--- src/sv/json_byte_tokenizer_assert.svh ---
// Assertion macros for the JSON byte tokenizer.
// Needs signals named clock and reset in the module that uses them.
`ifndef JSON_BYTE_TOKENIZER_ASSERT_SVH
`define JSON_BYTE_TOKENIZER_ASSERT_SVH

// Same-cycle implication, checked at every rising edge outside reset.
`define JBT_ASSERT_NOW(label, ante, cons) \
   label: assert property (@(posedge clock) disable iff (reset) (ante) |-> (cons)) \
      else $error("jbt assertion failed");

// Next-cycle implication, checked at every rising edge outside reset.
`define JBT_ASSERT_NEXT(label, ante, cons) \
   label: assert property (@(posedge clock) disable iff (reset) (ante) |=> (cons)) \
      else $error("jbt assertion failed");

`endif

--- src/sv/jbt_pkg.sv ---
// Shared types, codes and keyword tables for the JSON byte tokenizer.
// No dependencies.
`timescale 1ns / 1ps

package jbt_pkg;

   // Lexer modes
   typedef enum logic [2:0] {
      MODE_IDLE,
      MODE_STR,
      MODE_ESC,
      MODE_HEX,
      MODE_KEY,
      MODE_NUM
   } mode_type;

   // Token kinds
   localparam logic [3:0] KIND_LBRACE   = 4'd0;
   localparam logic [3:0] KIND_RBRACE   = 4'd1;
   localparam logic [3:0] KIND_LBRACKET = 4'd2;
   localparam logic [3:0] KIND_RBRACKET = 4'd3;
   localparam logic [3:0] KIND_COLON    = 4'd4;
   localparam logic [3:0] KIND_COMMA    = 4'd5;
   localparam logic [3:0] KIND_STRSTART = 4'd6;
   localparam logic [3:0] KIND_STRBYTE  = 4'd7;
   localparam logic [3:0] KIND_STREND   = 4'd8;
   localparam logic [3:0] KIND_NUMBYTE  = 4'd9;
   localparam logic [3:0] KIND_NUMEND   = 4'd10;
   localparam logic [3:0] KIND_TRUE     = 4'd11;
   localparam logic [3:0] KIND_FALSE    = 4'd12;
   localparam logic [3:0] KIND_NULL     = 4'd13;
   localparam logic [3:0] KIND_END      = 4'd14;
   localparam logic [3:0] KIND_ERROR    = 4'd15;

   // Error codes
   localparam logic [2:0] ERR_NONE       = 3'd0;
   localparam logic [2:0] ERR_UNEXPECTED = 3'd1;
   localparam logic [2:0] ERR_KEYWORD    = 3'd2;
   localparam logic [2:0] ERR_UNTERM     = 3'd3;
   localparam logic [2:0] ERR_ESC_NUM    = 3'd4;

   // Number phases
   localparam logic [2:0] NUM_SIGN   = 3'd0;
   localparam logic [2:0] NUM_INT    = 3'd1;
   localparam logic [2:0] NUM_FRAC   = 3'd2;
   localparam logic [2:0] NUM_EXP    = 3'd3;
   localparam logic [2:0] NUM_EXPDIG = 3'd4;

   // Keyword selectors
   localparam logic [1:0] KW_TRUE  = 2'd0;
   localparam logic [1:0] KW_FALSE = 2'd1;
   localparam logic [1:0] KW_NULL  = 2'd2;

   // Result queue
   localparam int QUEUE_DEPTH = 4;
   localparam int QPTR_W      = $clog2(QUEUE_DEPTH);
   localparam int QCNT_W      = $clog2(QUEUE_DEPTH + 1);

   typedef struct packed {
      logic [3:0] kind;
      logic [7:0] tbyte;
      logic [2:0] err;
   } token_type;

   typedef struct packed {
      token_type  tok;
      logic       last;
   } entry_type;

   // Letter idx of keyword sel; zero past the end
   function automatic logic [7:0] kw_char(input logic [1:0] sel, input logic [2:0] idx);
      logic [7:0] ch;
      ch = 8'h00;
      case (sel)
         KW_TRUE: begin
            case (idx)
               3'd0: ch = 8'h74;  // t
               3'd1: ch = 8'h72;  // r
               3'd2: ch = 8'h75;  // u
               3'd3: ch = 8'h65;  // e
               default: ch = 8'h00;
            endcase
         end
         KW_FALSE: begin
            case (idx)
               3'd0: ch = 8'h66;  // f
               3'd1: ch = 8'h61;  // a
               3'd2: ch = 8'h6C;  // l
               3'd3: ch = 8'h73;  // s
               3'd4: ch = 8'h65;  // e
               default: ch = 8'h00;
            endcase
         end
         default: begin
            case (idx)
               3'd0: ch = 8'h6E;  // n
               3'd1: ch = 8'h75;  // u
               3'd2: ch = 8'h6C;  // l
               3'd3: ch = 8'h6C;  // l
               default: ch = 8'h00;
            endcase
         end
      endcase
      return ch;
   endfunction

   function automatic logic [2:0] kw_len(input logic [1:0] sel);
      return (sel == KW_FALSE) ? 3'd5 : 3'd4;
   endfunction

   function automatic logic [3:0] kw_kind(input logic [1:0] sel);
      logic [3:0] k;
      case (sel)
         KW_TRUE:  k = KIND_TRUE;
         KW_FALSE: k = KIND_FALSE;
         default:  k = KIND_NULL;
      endcase
      return k;
   endfunction

   // {valid, nibble} for a hex character
   function automatic logic [4:0] hex_nibble(input logic [7:0] c);
      logic [4:0] r;
      r = 5'd0;
      if (c >= 8'h30 && c <= 8'h39) begin
         r = {1'b1, 4'(c - 8'h30)};
      end else if (c >= 8'h61 && c <= 8'h66) begin
         r = {1'b1, 4'(c - 8'h57)};
      end else if (c >= 8'h41 && c <= 8'h46) begin
         r = {1'b1, 4'(c - 8'h37)};
      end
      return r;
   endfunction

endpackage

--- src/sv/json_byte_tokenizer.sv ---
// JSON byte tokenizer: lexer state, token decode and result queue.
// Depends on jbt_pkg and json_byte_tokenizer_assert.svh.
`timescale 1ns / 1ps

// Usage
// req channel: one word per text byte. req_tdata[7:0] is the byte, req_tlast
//   set marks end of text (the byte is then ignored).
// rsp channel: one word per token. rsp_tuser is the token kind, rsp_tdata
//   carries the decoded byte and error code, rsp_tlast flags the last token
//   caused by one input word. A byte gives zero, one or two tokens.
// Order: tokens from a byte enter the queue when it is accepted and leave after
//   any tokens already waiting; a second token from the same byte follows the first.
// Throughput: one byte per cycle while req_tready is high. Decode is one pass
//   of mode logic on the accepted byte; the limit is the single output port,
//   so bytes that give two tokens need an output slot for each.
// Stalls: tokens collect in a 4-word queue. req_tready stays high while the
//   queue has room for two tokens, so a stalled receiver throttles the input
//   once three or more words wait; the queue never holds more than four.
// Reset: synchronous, active high. Empties the queue and returns the lexer
//   to idle with no error latched. An end-of-text word does the same to the
//   lexer after emitting any closing token and the end token.
// The first error latches; bytes after it give no tokens until end of text.

module json_byte_tokenizer (
   input  logic        clock,
   input  logic        reset,
   input  logic        req_tvalid,
   output logic        req_tready,
   input  logic [7:0]  req_tdata,   // [7:0] in_byte
   input  logic        req_tlast,   // end_of_text
   output logic        rsp_tvalid,
   input  logic        rsp_tready,
   output logic [15:0] rsp_tdata,   // [7:0] token_byte, [10:8] error_code, rest zero
   output logic [3:0]  rsp_tuser,   // [3:0] token_kind
   output logic        rsp_tlast    // last_of_run
);
   import jbt_pkg::*;

   // Lexer state
   mode_type   mode_ff, mode_in;
   logic [1:0] kw_sel_ff, kw_sel_in;
   logic [2:0] kw_idx_ff, kw_idx_in;
   logic [7:0] hex_ff, hex_in;          // low byte of the \u value
   logic [1:0] hex_cnt_ff, hex_cnt_in;
   logic [2:0] num_phase_ff, num_phase_in;
   logic       num_digit_ff, num_digit_in;
   logic       err_ff, err_in;

   // Result queue
   entry_type           q_ff [QUEUE_DEPTH];
   logic [QPTR_W-1:0]   wr_ptr_ff, wr_ptr_in, wr_ptr_next;
   logic [QPTR_W-1:0]   rd_ptr_ff, rd_ptr_in;
   logic [QCNT_W-1:0]   count_ff, count_in;

   logic       req_acc, rsp_pop;
   logic [7:0] c;

   // Start-of-token decode
   token_type  st_tok;
   logic       st_emit, st_fail;
   mode_type   st_mode;
   logic [1:0] st_kw_sel;
   logic [2:0] st_phase;
   logic       st_digit;

   // Number continuation
   logic       is_dig, is_exp, num_take;
   logic [2:0] nt_phase;
   logic       nt_digit;

   // Keyword match
   logic [1:0] kw_s;
   logic [2:0] kw_next;

   logic [4:0] hex_d;

   // Tokens for this byte
   token_type  t0, t1;
   logic [1:0] tok_n;
   entry_type  e0, e1;

   assign c       = req_tdata;
   assign req_acc = req_tvalid && req_tready;
   assign rsp_pop = rsp_tvalid && rsp_tready;

   // Character classes
   assign is_dig = (c >= 8'h30) && (c <= 8'h39);
   assign is_exp = (c == 8'h65) || (c == 8'h45);
   assign hex_d  = hex_nibble(c);
   assign kw_s   = (kw_sel_ff > KW_NULL) ? KW_NULL : kw_sel_ff;
   assign kw_next = kw_idx_ff + 3'd1;

   // What a byte does when it opens a token
   always_comb begin
      st_tok    = '{kind: KIND_LBRACE, tbyte: 8'h00, err: ERR_NONE};
      st_emit   = 1'b0;
      st_fail   = 1'b0;
      st_mode   = MODE_IDLE;
      st_kw_sel = kw_sel_ff;
      st_phase  = num_phase_ff;
      st_digit  = num_digit_ff;
      case (c)
         8'h20, 8'h09, 8'h0A, 8'h0B, 8'h0C, 8'h0D: begin
            // whitespace: nothing
         end
         8'h7B: begin st_emit = 1'b1; st_tok.kind = KIND_LBRACE;   end
         8'h7D: begin st_emit = 1'b1; st_tok.kind = KIND_RBRACE;   end
         8'h5B: begin st_emit = 1'b1; st_tok.kind = KIND_LBRACKET; end
         8'h5D: begin st_emit = 1'b1; st_tok.kind = KIND_RBRACKET; end
         8'h3A: begin st_emit = 1'b1; st_tok.kind = KIND_COLON;    end
         8'h2C: begin st_emit = 1'b1; st_tok.kind = KIND_COMMA;    end
         8'h22: begin
            st_emit     = 1'b1;
            st_tok.kind = KIND_STRSTART;
            st_mode     = MODE_STR;
         end
         8'h74: begin st_kw_sel = KW_TRUE;  st_mode = MODE_KEY; end
         8'h66: begin st_kw_sel = KW_FALSE; st_mode = MODE_KEY; end
         8'h6E: begin st_kw_sel = KW_NULL;  st_mode = MODE_KEY; end
         default: begin
            st_emit = 1'b1;
            if (c == 8'h2D || is_dig) begin
               st_tok.kind  = KIND_NUMBYTE;
               st_tok.tbyte = c;
               st_mode      = MODE_NUM;
               st_phase     = is_dig ? NUM_INT : NUM_SIGN;
               st_digit     = is_dig;
            end else begin
               st_fail      = 1'b1;
               st_tok.kind  = KIND_ERROR;
               st_tok.err   = ERR_UNEXPECTED;
            end
         end
      endcase
   end

   // Does the byte continue the open number
   always_comb begin
      num_take = 1'b0;
      nt_phase = num_phase_ff;
      nt_digit = num_digit_ff;
      case (num_phase_ff)
         NUM_SIGN, NUM_INT: begin
            if (is_dig) begin
               num_take = 1'b1; nt_phase = NUM_INT; nt_digit = 1'b1;
            end else if (c == 8'h2E) begin
               num_take = 1'b1; nt_phase = NUM_FRAC;
            end else if (is_exp) begin
               num_take = 1'b1; nt_phase = NUM_EXP;
            end
         end
         NUM_FRAC: begin
            if (is_dig) begin
               num_take = 1'b1; nt_digit = 1'b1;
            end else if (is_exp) begin
               num_take = 1'b1; nt_phase = NUM_EXP;
            end
         end
         NUM_EXP: begin
            if (is_dig || c == 8'h2B || c == 8'h2D) begin
               num_take = 1'b1; nt_phase = NUM_EXPDIG;
            end
         end
         default: num_take = is_dig;
      endcase
   end

   // Main step: tokens and next lexer state for the word on req
   always_comb begin
      t0           = '{kind: KIND_ERROR, tbyte: 8'h00, err: ERR_NONE};
      t1           = '{kind: KIND_ERROR, tbyte: 8'h00, err: ERR_NONE};
      tok_n        = 2'd0;
      mode_in      = mode_ff;
      kw_sel_in    = kw_sel_ff;
      kw_idx_in    = kw_idx_ff;
      hex_in       = hex_ff;
      hex_cnt_in   = hex_cnt_ff;
      num_phase_in = num_phase_ff;
      num_digit_in = num_digit_ff;
      err_in       = err_ff;

      if (req_tlast) begin
         // closing token for whatever is open, then end
         t1.kind = KIND_END;
         t1.err  = ERR_NONE;
         tok_n   = 2'd1;
         if (!err_ff) begin
            case (mode_ff)
               MODE_KEY: begin tok_n = 2'd2; t0.err = ERR_KEYWORD; end
               MODE_STR, MODE_ESC: begin tok_n = 2'd2; t0.err = ERR_UNTERM; end
               MODE_HEX: begin tok_n = 2'd2; t0.err = ERR_ESC_NUM; end
               MODE_NUM: begin
                  tok_n = 2'd2;
                  if (num_digit_ff) t0.kind = KIND_NUMEND;
                  else              t0.err  = ERR_ESC_NUM;
               end
               default: tok_n = 2'd1;
            endcase
         end
         if (tok_n == 2'd1) t0 = t1;
         mode_in      = MODE_IDLE;
         kw_sel_in    = KW_TRUE;
         kw_idx_in    = 3'd0;
         hex_in       = 8'h00;
         hex_cnt_in   = 2'd0;
         num_phase_in = NUM_SIGN;
         num_digit_in = 1'b0;
         err_in       = 1'b0;
      end else if (!err_ff) begin
         case (mode_ff)
            MODE_STR: begin
               if (c == 8'h22) begin
                  tok_n   = 2'd1;
                  t0.kind = KIND_STREND;
                  mode_in = MODE_IDLE;
               end else if (c == 8'h5C) begin
                  mode_in = MODE_ESC;
               end else begin
                  tok_n    = 2'd1;
                  t0.kind  = KIND_STRBYTE;
                  t0.tbyte = c;
               end
            end
            MODE_ESC: begin
               if (c == 8'h75) begin
                  hex_in     = 8'h00;
                  hex_cnt_in = 2'd0;
                  mode_in    = MODE_HEX;
               end else begin
                  tok_n   = 2'd1;
                  t0.kind = KIND_STRBYTE;
                  mode_in = MODE_STR;
                  case (c)
                     8'h62:   t0.tbyte = 8'h08;   // \b
                     8'h66:   t0.tbyte = 8'h0C;   // \f
                     8'h6E:   t0.tbyte = 8'h0A;   // \n
                     8'h72:   t0.tbyte = 8'h0D;   // \r
                     8'h74:   t0.tbyte = 8'h09;   // \t
                     default: t0.tbyte = c;       // unknown escapes pass through
                  endcase
               end
            end
            MODE_HEX: begin
               if (!hex_d[4]) begin
                  tok_n   = 2'd1;
                  t0.err  = ERR_ESC_NUM;
                  err_in  = 1'b1;
                  mode_in = MODE_IDLE;
               end else begin
                  // only the low byte of the code point is kept
                  hex_in     = {hex_ff[3:0], hex_d[3:0]};
                  hex_cnt_in = hex_cnt_ff + 2'd1;
                  if (hex_cnt_ff == 2'd3) begin
                     tok_n      = 2'd1;
                     t0.kind    = KIND_STRBYTE;
                     t0.tbyte   = {hex_ff[3:0], hex_d[3:0]};
                     hex_cnt_in = 2'd0;
                     mode_in    = MODE_STR;
                  end
               end
            end
            MODE_KEY: begin
               if (kw_idx_ff >= kw_len(kw_s) || c != kw_char(kw_s, kw_idx_ff)) begin
                  tok_n   = 2'd1;
                  t0.err  = ERR_KEYWORD;
                  err_in  = 1'b1;
                  mode_in = MODE_IDLE;
               end else if (kw_next >= kw_len(kw_s)) begin
                  tok_n     = 2'd1;
                  t0.kind   = kw_kind(kw_s);
                  kw_idx_in = 3'd0;
                  mode_in   = MODE_IDLE;
               end else begin
                  kw_idx_in = kw_next;
               end
            end
            MODE_NUM: begin
               if (num_take) begin
                  tok_n        = 2'd1;
                  t0.kind      = KIND_NUMBYTE;
                  t0.tbyte     = c;
                  num_phase_in = nt_phase;
                  num_digit_in = nt_digit;
               end else if (!num_digit_ff) begin
                  // no mantissa digit: error, closing byte swallowed
                  tok_n   = 2'd1;
                  t0.err  = ERR_ESC_NUM;
                  err_in  = 1'b1;
                  mode_in = MODE_IDLE;
               end else begin
                  t0.kind = KIND_NUMEND;
                  tok_n   = st_emit ? 2'd2 : 2'd1;
                  t1      = st_tok;
                  mode_in = st_mode;
                  err_in  = st_fail;
                  if (st_mode == MODE_KEY) begin
                     kw_sel_in = st_kw_sel;
                     kw_idx_in = 3'd1;
                  end
                  num_phase_in = st_phase;
                  num_digit_in = st_digit;
               end
            end
            default: begin
               tok_n   = st_emit ? 2'd1 : 2'd0;
               t0      = st_tok;
               mode_in = st_mode;
               err_in  = st_fail;
               if (st_mode == MODE_KEY) begin
                  kw_sel_in = st_kw_sel;
                  kw_idx_in = 3'd1;
               end
               num_phase_in = st_phase;
               num_digit_in = st_digit;
            end
         endcase
      end
   end

   assign e0 = '{tok: t0, last: (tok_n == 2'd1)};
   assign e1 = '{tok: t1, last: 1'b1};

   // Queue bookkeeping
   assign wr_ptr_next = wr_ptr_ff + QPTR_W'(1);
   assign wr_ptr_in   = req_acc ? (wr_ptr_ff + QPTR_W'(tok_n)) : wr_ptr_ff;
   assign rd_ptr_in   = rsp_pop ? (rd_ptr_ff + QPTR_W'(1)) : rd_ptr_ff;
   assign count_in    = count_ff + (req_acc ? QCNT_W'(tok_n) : QCNT_W'(0))
                        - QCNT_W'(rsp_pop);

   // room for two tokens before taking a byte
   assign req_tready = (count_ff <= QCNT_W'(QUEUE_DEPTH - 2));
   assign rsp_tvalid = (count_ff != QCNT_W'(0));
   assign rsp_tdata  = {5'b0, q_ff[rd_ptr_ff].tok.err, q_ff[rd_ptr_ff].tok.tbyte};
   assign rsp_tuser  = q_ff[rd_ptr_ff].tok.kind;
   assign rsp_tlast  = q_ff[rd_ptr_ff].last;

   always_ff @(posedge clock) begin
      if (reset) begin
         mode_ff      <= MODE_IDLE;
         kw_sel_ff    <= KW_TRUE;
         kw_idx_ff    <= 3'd0;
         hex_ff       <= 8'h00;
         hex_cnt_ff   <= 2'd0;
         num_phase_ff <= NUM_SIGN;
         num_digit_ff <= 1'b0;
         err_ff       <= 1'b0;
         wr_ptr_ff    <= '0;
         rd_ptr_ff    <= '0;
         count_ff     <= '0;
      end else begin
         if (req_acc) begin
            mode_ff      <= mode_in;
            kw_sel_ff    <= kw_sel_in;
            kw_idx_ff    <= kw_idx_in;
            hex_ff       <= hex_in;
            hex_cnt_ff   <= hex_cnt_in;
            num_phase_ff <= num_phase_in;
            num_digit_ff <= num_digit_in;
            err_ff       <= err_in;
         end
         wr_ptr_ff <= wr_ptr_in;
         rd_ptr_ff <= rd_ptr_in;
         count_ff  <= count_in;
      end
   end

   // Queue storage, no reset
   always_ff @(posedge clock) begin
      if (req_acc) begin
         if (tok_n != 2'd0) q_ff[wr_ptr_ff] <= e0;
         if (tok_n == 2'd2) q_ff[wr_ptr_next] <= e1;
      end
   end

`include "json_byte_tokenizer_assert.svh"

   `JBT_ASSERT_NOW(a_count_bound, 1'b1, count_ff <= QCNT_W'(QUEUE_DEPTH))
   `JBT_ASSERT_NOW(a_err_swallows, req_acc && !req_tlast && err_ff, tok_n == 2'd0)
   `JBT_ASSERT_NOW(a_end_token_last, req_acc && req_tlast, t1.kind == KIND_END && tok_n != 2'd0)
   `JBT_ASSERT_NEXT(a_end_clears, req_acc && req_tlast, mode_ff == MODE_IDLE && !err_ff && count_ff != QCNT_W'(0))
   `JBT_ASSERT_NEXT(a_stall_holds, rsp_tvalid && !rsp_tready, count_ff >= $past(count_ff))

endmodule

--- config.mk ---
export PLATFORM = sky130hd
export DESIGN_NAME = json_byte_tokenizer
export DESIGN_NICKNAME = d
export VERILOG_FILES = /design/src/sv/jbt_pkg.sv /design/src/sv/json_byte_tokenizer.sv
export VERILOG_INCLUDE_DIRS = /design/src /design/src/sv
export SDC_FILE = /design/constraint.sdc
export NUM_CORES = 1
export LEC_CHECK = 0
export BUFFER_PORTS_ARGS = -buffer_cell sky130_fd_sc_hd__buf_2
export CORE_MARGIN = 4
export CORE_UTILIZATION = 35
export CTS_CLUSTER_SIZE = 30
export DETAILED_ROUTE_END_ITERATION = 16
export PLACE_DENSITY = 0.51
export REMOVE_ABC_BUFFERS = 1
export SYNTH_ARGS = -nofsm -noshare
export SYNTH_HDL_FRONTEND = slang
export SYNTH_SLANG_ARGS = --single-unit
--- constraint.sdc ---
create_clock -name clock -period 6.6 [get_ports clock]
set_input_delay 0.99 -clock clock [delete_from_list [all_inputs] [get_ports clock]]
set_output_delay 0.99 -clock clock [all_outputs]
set_load 0.1 [all_outputs]
# == Yosys cells after proc, flatten, opt, wreduce, memory -nomap -nowiden ==
# Memories as Yosys holds them, arrays and structs flattened. A register that Yosys moved wholly into a read port is not among the register bits.
# Cells that the tools add are included.
# totals
reg_bits,26
latch_bits,0
mem_bits_rw,64
romBits,0
in_bits,13
mem_count,1
# mem_list
name,depth,word_bits,rd,rd_clocked_by_memory_dff,write_ports,line_no,rtl
q_ff,4,16,1,1,2,json_byte_tokenizer.sv:50,entry_type q_ff [QUEUE_DEPTH];
# classes
addsub,10
mul,0
div_mod_pow,0
n_lt_le_gt_ge,10
eq_ne,61
shifts,0
n_mux,155
n_bitwise,0
reduce_logical,34
# ops
operator,n
two-way mux 3 bit,41
two-way mux 15 bit,7
== test 8 x 7 -> 1 bit (second input constant),13
case mux 8 bit (5 select lines),2
== test 8 x 6 -> 1 bit (second input constant),7
two-way mux 8 bit,7
two-way mux 2 bit,26
two-way mux 12 bit,4
== test 8 x 4 -> 1 bit (second input constant),5
two-way mux 1 bit,36
case mux 7 bit (5 select lines),1
case mux 4 bit (7 select lines),1
case mux 7 bit (4 select lines),1
case mux 3 bit (3 select lines),3
two-way mux 4 bit,6
inequality test 4 bit (second input constant),6
case mux 3 bit (4 select lines),2
case mux 7 bit (3 select lines),1
case mux 4 bit (5 select lines),1
== test 3 x 2 -> 1 bit (second input constant),6
greater-or-equal comparator 8 x 7 -> 1 bit (second input constant),2
less-or-equal comparator 8 x 7 -> 1 bit (second input constant),2
case mux 8 bit (2 select lines),1
OR reduction 16 bit,1
other kinds (49),88

# == Depth between registers and ports, before layout ==
# depth
ltp_word,17
mapped_depth,19

# == Worst setup path after synthesis ==
# No wires, ideal clock.
# synth_path
path_type,in2reg
from,input req_tdata[4]
to,register count_ff[2]
setup_time_ns,0.128
t_arrival_ns,4.422
required_ns,6.472
setup_slack_ns,2.051
cell_stages,16
cell_sequence,buf_2 -> or4b_1 -> or3_1 -> a311oi_4 -> nor2_2 -> a311o_1 -> o41a_1 -> a21oi_1 -> inv_1 -> ha_1 -> inv_1 -> ha_1 -> fa_1 -> xor2_1 -> xnor2_1 -> nor2_1
# synth_via
elab_chain_len,13
word_cells_on_any_way,56
cone_classes,add/sub: 2; order compare: 6; eq/ne: 18; mux: 22; reduce/logical: 8
# synth_rtl
element,line_no,rtl
start: declaration,json_byte_tokenizer.sv:29,"input logic [7:0] req_tdata,"
"greater-or-equal comparator 8 x 6 -> 1 bit, or another cell as far along","jbt_pkg.sv:125, json_byte_tokenizer.sv:87",
logical AND 1 bit or logical OR 1 bit (tied branches),"jbt_pkg.sv:125, json_byte_tokenizer.sv:87, json_byte_tokenizer.sv:88",
logical OR 1 bit or two-way mux 1 bit (tied branches),"json_byte_tokenizer.sv:160, json_byte_tokenizer.sv:148, json_byte_tokenizer.sv:155",
logical OR 1 bit or two-way mux 1 bit (tied branches),"json_byte_tokenizer.sv:160, json_byte_tokenizer.sv:146",
"two-way mux 1 bit, on equally long branches","json_byte_tokenizer.sv:160, json_byte_tokenizer.sv:144",
case mux 1 bit (3 select lines),json_byte_tokenizer.sv:142,case (num_phase_ff)
two-way mux 2 bit,json_byte_tokenizer.sv:278,if (num_take) begin
case mux 2 bit (5 select lines) (*),json_byte_tokenizer.sv:210,case (mode_ff)
two-way mux 2 bit (*),json_byte_tokenizer.sv:209,end else if (!err_ff) begin
two-way mux 2 bit (*),json_byte_tokenizer.sv:182,if (req_tlast) begin
two-way mux 2 bit (*),json_byte_tokenizer.sv:327,assign count_in = count_ff + (req_acc ? QCNT_W'(tok_n) : QCNT_W'(0))
adder 3 x 2 -> 3 bit (*),json_byte_tokenizer.sv:327,
subtractor 3 x 1 -> 3 bit (*),json_byte_tokenizer.sv:328,- QCNT_W'(rsp_pop);
end signal: assignment,json_byte_tokenizer.sv:363,count_ff <= count_in;
end: declaration,json_byte_tokenizer.sv:53,"logic [QCNT_W-1:0] count_ff, count_in;"
# Mark *: on every way between the ends. The rest lies on a longest branch, timed or not.
# A chain may end at the register's enable or synchronous reset.

# == Worst setup path after layout ==
# layout_path
from,input req_tdata[1]
to,register count_ff[2]
# The elaborated chain is that of the path after synthesis.

==> results_dict.tcl <==
set metrics [dict create \
    status "finished, final reports clean" \
    cp_data_required_time_ns 6.81 \
    synthArstFlopShare_pct 0 \
    power.leakage_uw 0.002320 \
    placed_cells 914 \
    htreeDepth 3 \
    drv_cap 0 \
    drc 0 \
    start_kind "input port" \
    cts_num_sinks 92 \
    worst-setup-path-type "input port to flop" \
    syn_inst 702 \
    maxSlewHeadroom_pct 22.20 \
    grt_pass1_wl_um 31020 \
    r2r-end "q_ff[0][9]" \
    ctsHoldBuffers 0 \
    track_usage_pct 19.33 \
    fin_tns_setup_ns 0 \
    power_switching_uw 884.3 \
    grt_overflow 0 \
    ys_seq_elements 92 \
    ctsResizeCount 0 \
    r2r_slack_ns 2.45 \
    synth_commonest_cells "73 x nand2_1, 64 x nor2_1, 52 x edfxtp_1, 40 x dfxtp_1, 40 x o21ai_0" \
    fin_total_pwr_uw 2047 \
    die_h_um 142.4 \
    routed_wl_um 19400 \
    rsz0062_at_grt "no" \
    avgSynthCellArea_um2 9.006 \
    cts_buffer_depth 2 \
    place.gp.congestion 0.9158 \
    min_path_cells 2 \
    grt_pass1_vias 5569 \
    setup_violations 0 \
    drive_above_1_share_pct 12.77 \
    cp_max_fo 10 \
    worstHoldPathType "flop to flop" \
    final-max-slew-violation-count 0 \
    ant_nets 0 \
    r2r_start "kw_sel_ff[1]" \
    insertion_delay_ns 0.35 \
    syn_area_um2 6322 \
    setup_ws_ns 1.863 \
    placed_area_um2 6571 \
    drtPass1Iterations 5 \
    tightest_slew_ns 1.160 \
    fmax_mhz 211.1 \
    min_delay_worst_endpoint "q_ff[2][2]" \
    vias 5608 \
    min_period_over_period_pct 71.77 \
    critPathCaptureType "flop" \
    ios 36 \
    ys_warn_count 0 \
    drtIter0Drc 523 \
    dp_slack_ns 1.504 \
    fin_crit_ns 4.737 \
    initial_utilization_pct 36.18 \
    final-hold-violation-count 0 \
    core_area_um2 17480 \
    clock_skew_ns 0.01673 \
    p_int_uw 1162 \
    synth-edff-count 52 \
    grt_antenna_before_repair 0 \
    dieArea_um2 20280 \
    yosysMostFrequentCell "nand2_1" \
    clkPwrFrac_pct 26.0 \
    power_density_nw_per_um2 298.2 \
    nets 730 \
    grt_max_degree 29 \
    dp_hpwl_um 14080 \
    peakVddDrop_v 0.0002696 \
    p_seq_share_pct 35.8 \
    synth_top_area_share_pct 24.70 \
    syn_to_final_growth_pct 8.569 \
    n_antenna_cell 0 \
    synth-seq-area-share_pct 37.36 \
    cts_buffers 9 \
    synth_top_area_cell "edfxtp_1" \
    vias_per_cell 6.030 \
    cts_tree "done" \
    drt-wirelength-per-cell_um 20.86 \
    sw_frac_of_total_pct 43.21 \
    worst_ep_arrival_time_ns 4.94 \
    synth.distinct_cells 82 \
    worst_r2r_path_depth 11 \
    rows 48 \
    comb_power_share_pct 38.2 \
    cts_root_buf "clkbuf_16" \
    final_cells 930 \
    finalInstanceArea_um2 6864 \
    hold_start "q_ff[2][2]" \
    die_x_um 142.4 \
    port_buffers 30 \
    post_cts_buffers 0 \
    synth_ff_type "edfxtp_1" \
    clk_pin_slew_ns 0.06 \
    synthTopCellsByArea "edfxtp_1 25%, dfxtp_1 13%, mux4_2 5.7%" \
]
area by class of cell:
| class | count | area [µm²] |
|---|---|---|
| clock buffer | 11 | 232.7 |
| clock inverter | 5 | 60.06 |
| fill | 1752 | 10610 |
| inverter | 21 | 78.83 |
| multi-input combinational | 539 | 3646 |
| sequential | 92 | 2362 |
| tap | 225 | 281.5 |
| timing repair buffer | 37 | 202.7 |
metal layers:
layer  wire length, µm  track usage (%)  part of all wire, %  up-vias
li1                  -                -                    -     2651
met1              8511            25.34                   44     2716
met2              9380            32.57                   48      200
met3              1024            3.293                  5.3       41
met4               487            6.253                  2.5        0
met5                 0                0                    0        -
worst max-delay path by stage:
stage	end	slack (ns)	from	depth (start not counted)
after floorplan	count_ff[2]	2.19	req_tdata[4]	15
after global placement	count_ff[2]	1.64	req_tdata[1]	18
after detailed placement	count_ff[2]	1.50	req_tdata[1]	18
after CTS	count_ff[2]	1.86	req_tdata[1]	18
after global routing	count_ff[2]	1.57	req_tdata[1]	18
final	count_ff[2]	1.86	req_tdata[1]	18
flip-flops by register name, indices dropped and copies added, names as in the netlist, 3 cells and up, named ones only:
name,cells
kw_idx_ff,3
mode_ff,3
q_ff,64
hex_ff,4
num_phase_ff,3
count_ff,3
through the flow:
step / utilization (%) / hold WS (ns)
2_1_floorplan: - / 0.4295
3_3_place_gp: 37.60 / 0.4437
3_5_place_dp: 37.60 / 0.4605
4_1_cts: 39.28 / 0.4694
5_1_grt: 39.28 / 0.4894
6_report: 39.28 / 0.4656
cell usage in the layout, fill, tap and decap left out, types with 9 or more instances in the layout:
cell        n
clkbuf_16   9
nor3_1     28
nand4_1     9
or3_1       9
ha_1       16
mux2i_1    12
nand2_1    73
o21ai_0    40
buf_2      30
inv_1      21
dfxtp_1    40
a31oi_1    11
nor2_1     64
nand2b_1   11
mux4_2     16
nand3_1    25
a21oi_1    32
edfxtp_1   52
xnor2_1     9
o22ai_1    27
cells by family (layout without fill, tap and decap cells):
logic type,Yosys count,in the layout,share of synthesized area [%]
muxes,29,29,7.778
xor gates and xnor gates,11,11,1.524
DFF,92,92,37.36
adders and majority gates,17,17,3.483
and+or+nand+nor,273,273,21.53
AOI/OAI and AO/OA,204,204,23.06
buffers and inverters,75,74,5.205
other,1,5,0.05931
power groups by stage:
stage / clock network, µW / registers, µW / logic, µW
floorplan: 0 / 725 / 646
global placement: 0 / 747 / 782
detailed placement: 0 / 750 / 783
CTS: 541 / 737 / 786
global route: 566 / 745 / 827
finish: 532 / 733 / 781
critical path: stages:
cell and delay [ns]:
buf_2 0.17, inv_1 0.10, ha_1 0.31, nand3b_1 0.23, or3_1 0.44, a311oi_4 0.41, nor2_2 0.18, a311o_1 0.44
o41a_1 0.16, a21oi_1 0.21, inv_1 0.07, ha_1 0.27, inv_1 0.04, ha_1 0.18, fa_1 0.37, xor2_1 0.18
xnor2_1 0.14, nor2_1 0.05
(Power assumes the default switching activity.)
